## config.mk

```make
export PLATFORM = sky130hd
export DESIGN_NAME = nbm_cell
export DESIGN_NICKNAME = d
export VERILOG_FILES = /design/src/rtl/core/nbm_pkg.sv /design/src/rtl/core/nbm_cell.sv
export SDC_FILE = /design/constraint.sdc
export NUM_CORES = 1
export LEC_CHECK = 0
export ABC_AREA = 0
export BUFFER_PORTS_ARGS = -buffer_cell sky130_fd_sc_hd__buf_4
export CAP_MARGIN = 20
export CORE_MARGIN = 2
export CORE_UTILIZATION = 45
export DETAILED_ROUTE_END_ITERATION = 10
export GPL_ROUTABILITY_DRIVEN = 1
export HOLD_SLACK_MARGIN = 0.05
export PLACE_DENSITY = 0.8
export SLEW_MARGIN = 20
export SYNTH_ARGS = -nofsm -noshare
export SYNTH_HDL_FRONTEND = slang
export SYNTH_SLANG_ARGS = --single-unit
```

## constraint.sdc

```tcl
create_clock -name clock -period 8.22 [get_ports clock]
set_clock_uncertainty 0.1 [all_clocks]
set_input_delay 0.411 -clock clock [delete_from_list [all_inputs] [get_ports clock]]
set_output_delay 0.411 -clock clock [all_outputs]
set_load 0.03 [all_outputs]
```

## src/rtl/core/nbm_pkg.sv

```systemverilog
// ============================================================================
// nbm_pkg
// Shared types, constants and helpers for the nearest barcode matcher.
// ============================================================================
package nbm_pkg;

   localparam int MAX_ENTRIES = 128;
   localparam int MAX_CHARS   = 8;

   localparam int CODE_CHARS  = 8;
   localparam int CODE_W      = 8 * CODE_CHARS;
   localparam int SLOT_W      = 7;
   localparam int LEN_W       = 4;
   localparam int COUNT_W     = 8;
   localparam int MM_W        = 4;
   localparam int CSR_IDX_W   = 1;
   localparam int CSR_DATA_W  = 8;

   localparam int IDX_W = (MAX_ENTRIES > 1) ? $clog2(MAX_ENTRIES) : 1;
   localparam int CMP_W = (IDX_W > COUNT_W) ? IDX_W : COUNT_W;

   localparam logic [LEN_W-1:0]   LEN_RESET   = LEN_W'(MAX_CHARS);
   localparam logic [LEN_W-1:0]   LEN_MAX     = LEN_W'(MAX_CHARS);
   localparam logic [COUNT_W-1:0] COUNT_RESET = '0;

   typedef enum logic {
      FUNC_LOAD  = 1'b0,
      FUNC_MATCH = 1'b1
   } func_type;

   typedef enum logic [1:0] {
      STATUS_OK       = 2'd0,
      STATUS_EMPTY    = 2'd1,
      STATUS_TIE      = 2'd2,
      STATUS_LEN_ERR  = 2'd3
   } status_type;

   typedef enum logic [CSR_IDX_W-1:0] {
      CSR_INDEX_LENGTH = 1'b0,
      CSR_INDEX_COUNT  = 1'b1
   } csr_index_type;

   typedef struct packed {
      func_type          func;
      logic [SLOT_W-1:0] slot;
      logic [CODE_W-1:0] code;
      logic [LEN_W-1:0]  seq_length;
   } req_type;

   typedef struct packed {
      status_type        status;
      logic [MM_W-1:0]   mismatches;
      logic [SLOT_W-1:0] best_slot;
      logic [CODE_W-1:0] best_code;
   } rsp_type;

   // item traveling down the cell row
   typedef struct packed {
      logic              valid;
      func_type          func;
      logic [SLOT_W-1:0] slot;
      logic [CODE_W-1:0] code;
      logic              len_ok;
      logic [MM_W-1:0]   best_mm;
      logic [IDX_W-1:0]  best_idx;
      logic [CODE_W-1:0] best_code;
      logic              tie;
   } token_type;

   typedef struct packed {
      logic [LEN_W-1:0]   len_sat;
      logic [COUNT_W-1:0] count;
   } cfg_type;

   function automatic logic [MM_W-1:0] diff_count(logic [CODE_W-1:0] a,
                                                  logic [CODE_W-1:0] b,
                                                  logic [LEN_W-1:0]  len);
      logic [MM_W-1:0] d;
      d = '0;
      for (int j = 0; j < CODE_CHARS; j++) begin
         if ((LEN_W'(j) < len) && (a[8*j +: 8] != b[8*j +: 8])) begin
            d = d + MM_W'(1);
         end
      end
      return d;
   endfunction

   function automatic logic [CODE_W-1:0] char_mask(logic [LEN_W-1:0] len);
      logic [CODE_W-1:0] m;
      m = '0;
      for (int j = 0; j < CODE_CHARS; j++) begin
         if (LEN_W'(j) < len) begin
            m[8*j +: 8] = 8'hFF;
         end
      end
      return m;
   endfunction

endpackage

```

## src/rtl/core/nbm_cell.sv

```systemverilog
// ============================================================================
// nbm_cell
// One table entry of the matcher row: stores its barcode, takes loads aimed
// at it and folds its distance into the item passing by.
// ============================================================================
module nbm_cell (
   input  logic                          clock,
   input  logic                          reset,
   input  logic [nbm_pkg::IDX_W-1:0]     cell_idx,
   input  nbm_pkg::cfg_type              cfg,
   input  nbm_pkg::token_type            up_tok,
   output nbm_pkg::token_type            dn_tok
);

   nbm_pkg::token_type               tok_ff;
   nbm_pkg::token_type               tok_in;
   logic [nbm_pkg::CODE_W-1:0]       entry_ff;
   logic [nbm_pkg::CODE_W-1:0]       entry_in;
   logic [nbm_pkg::MM_W-1:0]         mm;
   logic                             hit_load;
   logic                             active;

   always_comb begin
      mm       = nbm_pkg::diff_count(up_tok.code, entry_ff, cfg.len_sat);
      hit_load = up_tok.valid && (up_tok.func == nbm_pkg::FUNC_LOAD) &&
                 (nbm_pkg::CMP_W'(up_tok.slot) == nbm_pkg::CMP_W'(cell_idx));
      active   = up_tok.valid && (up_tok.func == nbm_pkg::FUNC_MATCH) &&
                 up_tok.len_ok &&
                 (nbm_pkg::CMP_W'(cell_idx) < nbm_pkg::CMP_W'(cfg.count));

      entry_in = hit_load ? up_tok.code : entry_ff;

      tok_in = up_tok;
      if (active) begin
         if (mm < up_tok.best_mm) begin
            tok_in.best_mm   = mm;
            tok_in.best_idx  = cell_idx;
            tok_in.best_code = entry_ff & nbm_pkg::char_mask(cfg.len_sat);
            tok_in.tie       = 1'b0;
         end else if (mm == up_tok.best_mm) begin
            tok_in.tie = 1'b1;
         end
      end
   end

   always_ff @(posedge clock) begin
      entry_ff <= entry_in;
      if (reset) begin
         tok_ff <= '0;
      end else begin
         tok_ff <= tok_in;
      end
   end

   assign dn_tok = tok_ff;

endmodule

```

==> impl_metrics.csv <==
group,metric,value,unit
floorplanning,die-width,142,um
cts,htree_levels,1,
cts,cts_tree,"done",
power,p_switching,903,uW
sta,fmaxAchievable,0.149,GHz
global_route,grt_max_degree,83,
route,drt_iter0_markers,442,
logic_synthesis,ys_ff_latch,214,
worst_setup_path,r2r_slack,1.65,ns
cts,cts.sink_count,214,
worst_setup_path,cp_num_buf_inv,3,
cts,cts_setup_buffers,0,
final_layout,drive_above_1_share,31.6,%
floorplanning,initial_core_util,45.9,%
worst_setup_path,criticalPathCategory,"input pin to flip-flop",
global_route,grt_pass1_wl,39.5,mm
sta,tns,0,ns
floorplanning,dieHeight,142,um
power,ir_drop,226,uV
power,internal_power,1.94,mW
logic_synthesis,synth_area,0.00858,mm^2
sta,hold_viol_final,0,
power,leakagePower,5.26,nW
sta,max_slew.worst_pin.slew,1.00,ns
placed_design,hpwlAfterDp,17.0,mm
route,vias_per_cell,5.22,
sta,rsz0062_at_grt,"no",
route,route.detailed.drc,0,
logic_synthesis,ys_warn_count,0,
worst_setup_path,critical_path_arrival,7.04,ns
global_route,gr-total-overflow,0,
sta,hold_ws,0.0772,ns
hold_path,hold_class,"input pin to flip-flop",
worst_setup_path,slowest_delay,0.79,ns
route,drtPass1Iterations,5,
worst_setup_path,startpoint,"up_tok[100]",
logic_synthesis,syn_area_per_cell,10.9,um^2
power,powerDensity,227,mW/mm^2
sta,post-route-period-util,81.8,%
worst_setup_path,r2r-end,"dn_tok[16]$_SDFF_PP0_",
route,wire_per_inst,18.3,um
status,outcome,"complete, no violations",
worst_setup_path,start_kind,"input pin",
run,maxCapViolCount,0,
cts,clk_path_buf_depth,3,
route,postRouteAntennaNets,0,
worst_setup_path,crit_cells,26,
global_route,grt_pass1_vias,7425,
final_layout,nFillCells,1344,
power,sequentialPowerShare,40.6,%
worst_setup_path,slowest_stage,"or2_2",
cts,clkSlewWorstSetupHoldPaths,0.06,ns
final_layout,areaGrowthSynthToFinish,46.2,%
worst_setup_path,endpoint,"dn_tok[16]$_SDFF_PP0_",
logic_synthesis,yosysUniqueCellTypes,49,
cts,cts_buffers,23,
power,switching_share,31.7,%
cts,root_buffer,"clkbuf_16",
logic_synthesis,synth_cells,790,
power,combPwrFrac,26.2,%
worst_setup_path,critPathTopFamily,"simple AND/OR/NAND/NOR gates",
floorplanning,rows,50,
logic_synthesis,ys_async_sr_fraction,0,%
global_route,antenna_found_initial,0,
worst_setup_path,crit_required,8.54,ns
worst_setup_path,worst-path-max-fanout,56,
worst_setup_path,r2r-start,"entry_ff[12]$_DFFE_PP_",
route,wl,25.8,mm
final_layout,final_net_count,1349,
floorplanning,io_pins,321,
logic_synthesis,synth_flop_cell,"dfxtp_1",
logic_synthesis,syn_nets,981,
worst_setup_path,rr_worst_depth,26,
sta,drv_slew,0,
logic_synthesis,synth_edf_count,64,
floorplanning,core_area,0.0187,mm^2
sta,slew_headroom,33.3,%
global_route,track_usage,24.6,%
sta,timing.final.setup_violations,0,
logic_synthesis,yosysSeqAreaShare,57.4,%
worst_setup_path,cp-end-kind,"flip-flop",
floorplanning,die-area,0.0202,mm^2
placed_design,port-buffer-count,320,
sta,min_period,6.73,ns
power,p_clk_share,33.2,%
placed_design,gp_congestion,0.856,
route,vias,7358,
cts,clk-insertion-delay-late,0.50,ns
==> through the flow <==
stage | std cells | worst slack [ns] | util (%) | area (um^2) | power [mW]
final | 1409 | 1.49 | 67.0 | 12500 | 2.85
after global routing | 1408 | 0.944 | 67.0 | 12500 | 2.96
after CTS | 1408 | 1.47 | 67.0 | 12500 | 2.86
after detailed placement | 1295 | 1.08 | 59.5 | 11100 | 1.90
after global placement | 1295 | 1.25 | 59.5 | 11100 | 1.88
after floorplan | 790 | 0.727 | - | 8580 | 1.62
==> layout make-up <==
class	count	area [um^2]	share of cell area [%]
Sequential cell	214	4920	39.3
Multi-Input combinational cell	504	3400	27.2
Timing Repair Buffer	399	3180	25.3
Clock buffer	35	641	5.11
Tap cell	234	293	2.34
Inverter	16	60.1	0.479
Clock inverter	6	35.0	0.279
Antenna cell	1	2.50	0.0200
==> logic make-up after synthesis <==
logic type,synth area share [%]
DFF,57.4
xor gates and xnor gates,9.72
muxes,0.642
buffers and inverters,3.19
AOI/OAI and AO/OA,11.8
adders and majority gates,2.92
and+or+nand+nor,14.3
==> placed cells by master (no fill, tap or decap), drive strengths merged, types with 7 or more instances in the layout <==
cell type	n
buf	327
dfxtp	150
o21ai	81
a21oi	80
nor2b	76
dlygate4sd3	72
nand4	71
edfxtp	64
xor2	46
xnor2	41
clkbuf	35
ha	20
inv	18
nand2	13
nand3	10
nor4	9
nor2	7
==> power groups by stage <==
stage,combinational (mW),sequential (mW),clock (mW)
after floorplan,0.332,1.29,0
after CTS,0.746,1.16,0.961
final,0.745,1.16,0.945
after global routing,0.803,1.16,1.00
after detailed placement,0.716,1.18,0
after global placement,0.703,1.18,0
==> flip-flops by register name, indices dropped and copies added, names as in the netlist <==
name and cells:
entry_ff 64, dn_tok 150
==> layer usage <==
metal | global-route usage, % | wire, um | up-vias
met2 | 43.1 | 12900 | 297
met1 | 29.7 | 10100 | 3454
met5 | 0 | 0 | -
met4 | 9.37 | 908 | 0
li1 | - | - | 3541
met3 | 5.18 | 1870 | 66
==> synthesized netlist by cell type (all sizes together), types with 3 or more instances <==
cell type	instances	area, um^2
a21oi	80	404
dfxtp	150	3000
xnor2	41	378
nand2	13	48.8
ha	20	250
xor2	46	410
edfxtp	64	1920
clkbuf	49	184
a21o	6	45.0
nor4	9	56.3
buf	7	30.0
nand4	71	444
inv	16	60.1
a21boi	3	22.5
o21a	6	45.0
and2	3	18.8
or2	3	18.8
nor2	7	26.3
nor2b	76	475
nand3	10	50.1
or4	4	33.8
o21ai	81	405
==> worst register-to-register path: cells and delay by family (launching register included) <==
family / cells / cell delay [ns]
xor gates and xnor gates: 4 / 0.71
and+or+nand+nor: 4 / 1.11
DFF: 1 / 0.43
adders and majority gates: 5 / 1.56
muxes: 2 / 0.56
AOI/OAI and AO/OA: 7 / 1.33
buffers and inverters: 4 / 0.67
==> worst min-delay path by stage <==
stage	start	endpoint	slack (ns)	cells past startpoint
floorplan	up_tok[77]	entry_ff[0]$_DFFE_PP_	0.41	0
global placement	entry_ff[46]$_DFFE_PP_	dn_tok[47]$_SDFF_PP0_	0.47	2
detailed placement	entry_ff[45]$_DFFE_PP_	dn_tok[46]$_SDFF_PP0_	0.48	2
CTS	up_tok[50]	dn_tok[50]$_SDFF_PP0_	0.06	3
global route	up_tok[145]	dn_tok[145]$_SDFF_PP0_	0.06	2
finish	up_tok[50]	dn_tok[50]$_SDFF_PP0_	0.08	3
==> timing repair <==
item                      4_1_cts  5_1_grt
resized for setup               0        0
hold endpoints to repair       99        0
hold buffers                   72        0
Power figures use the tool's default switching activity.
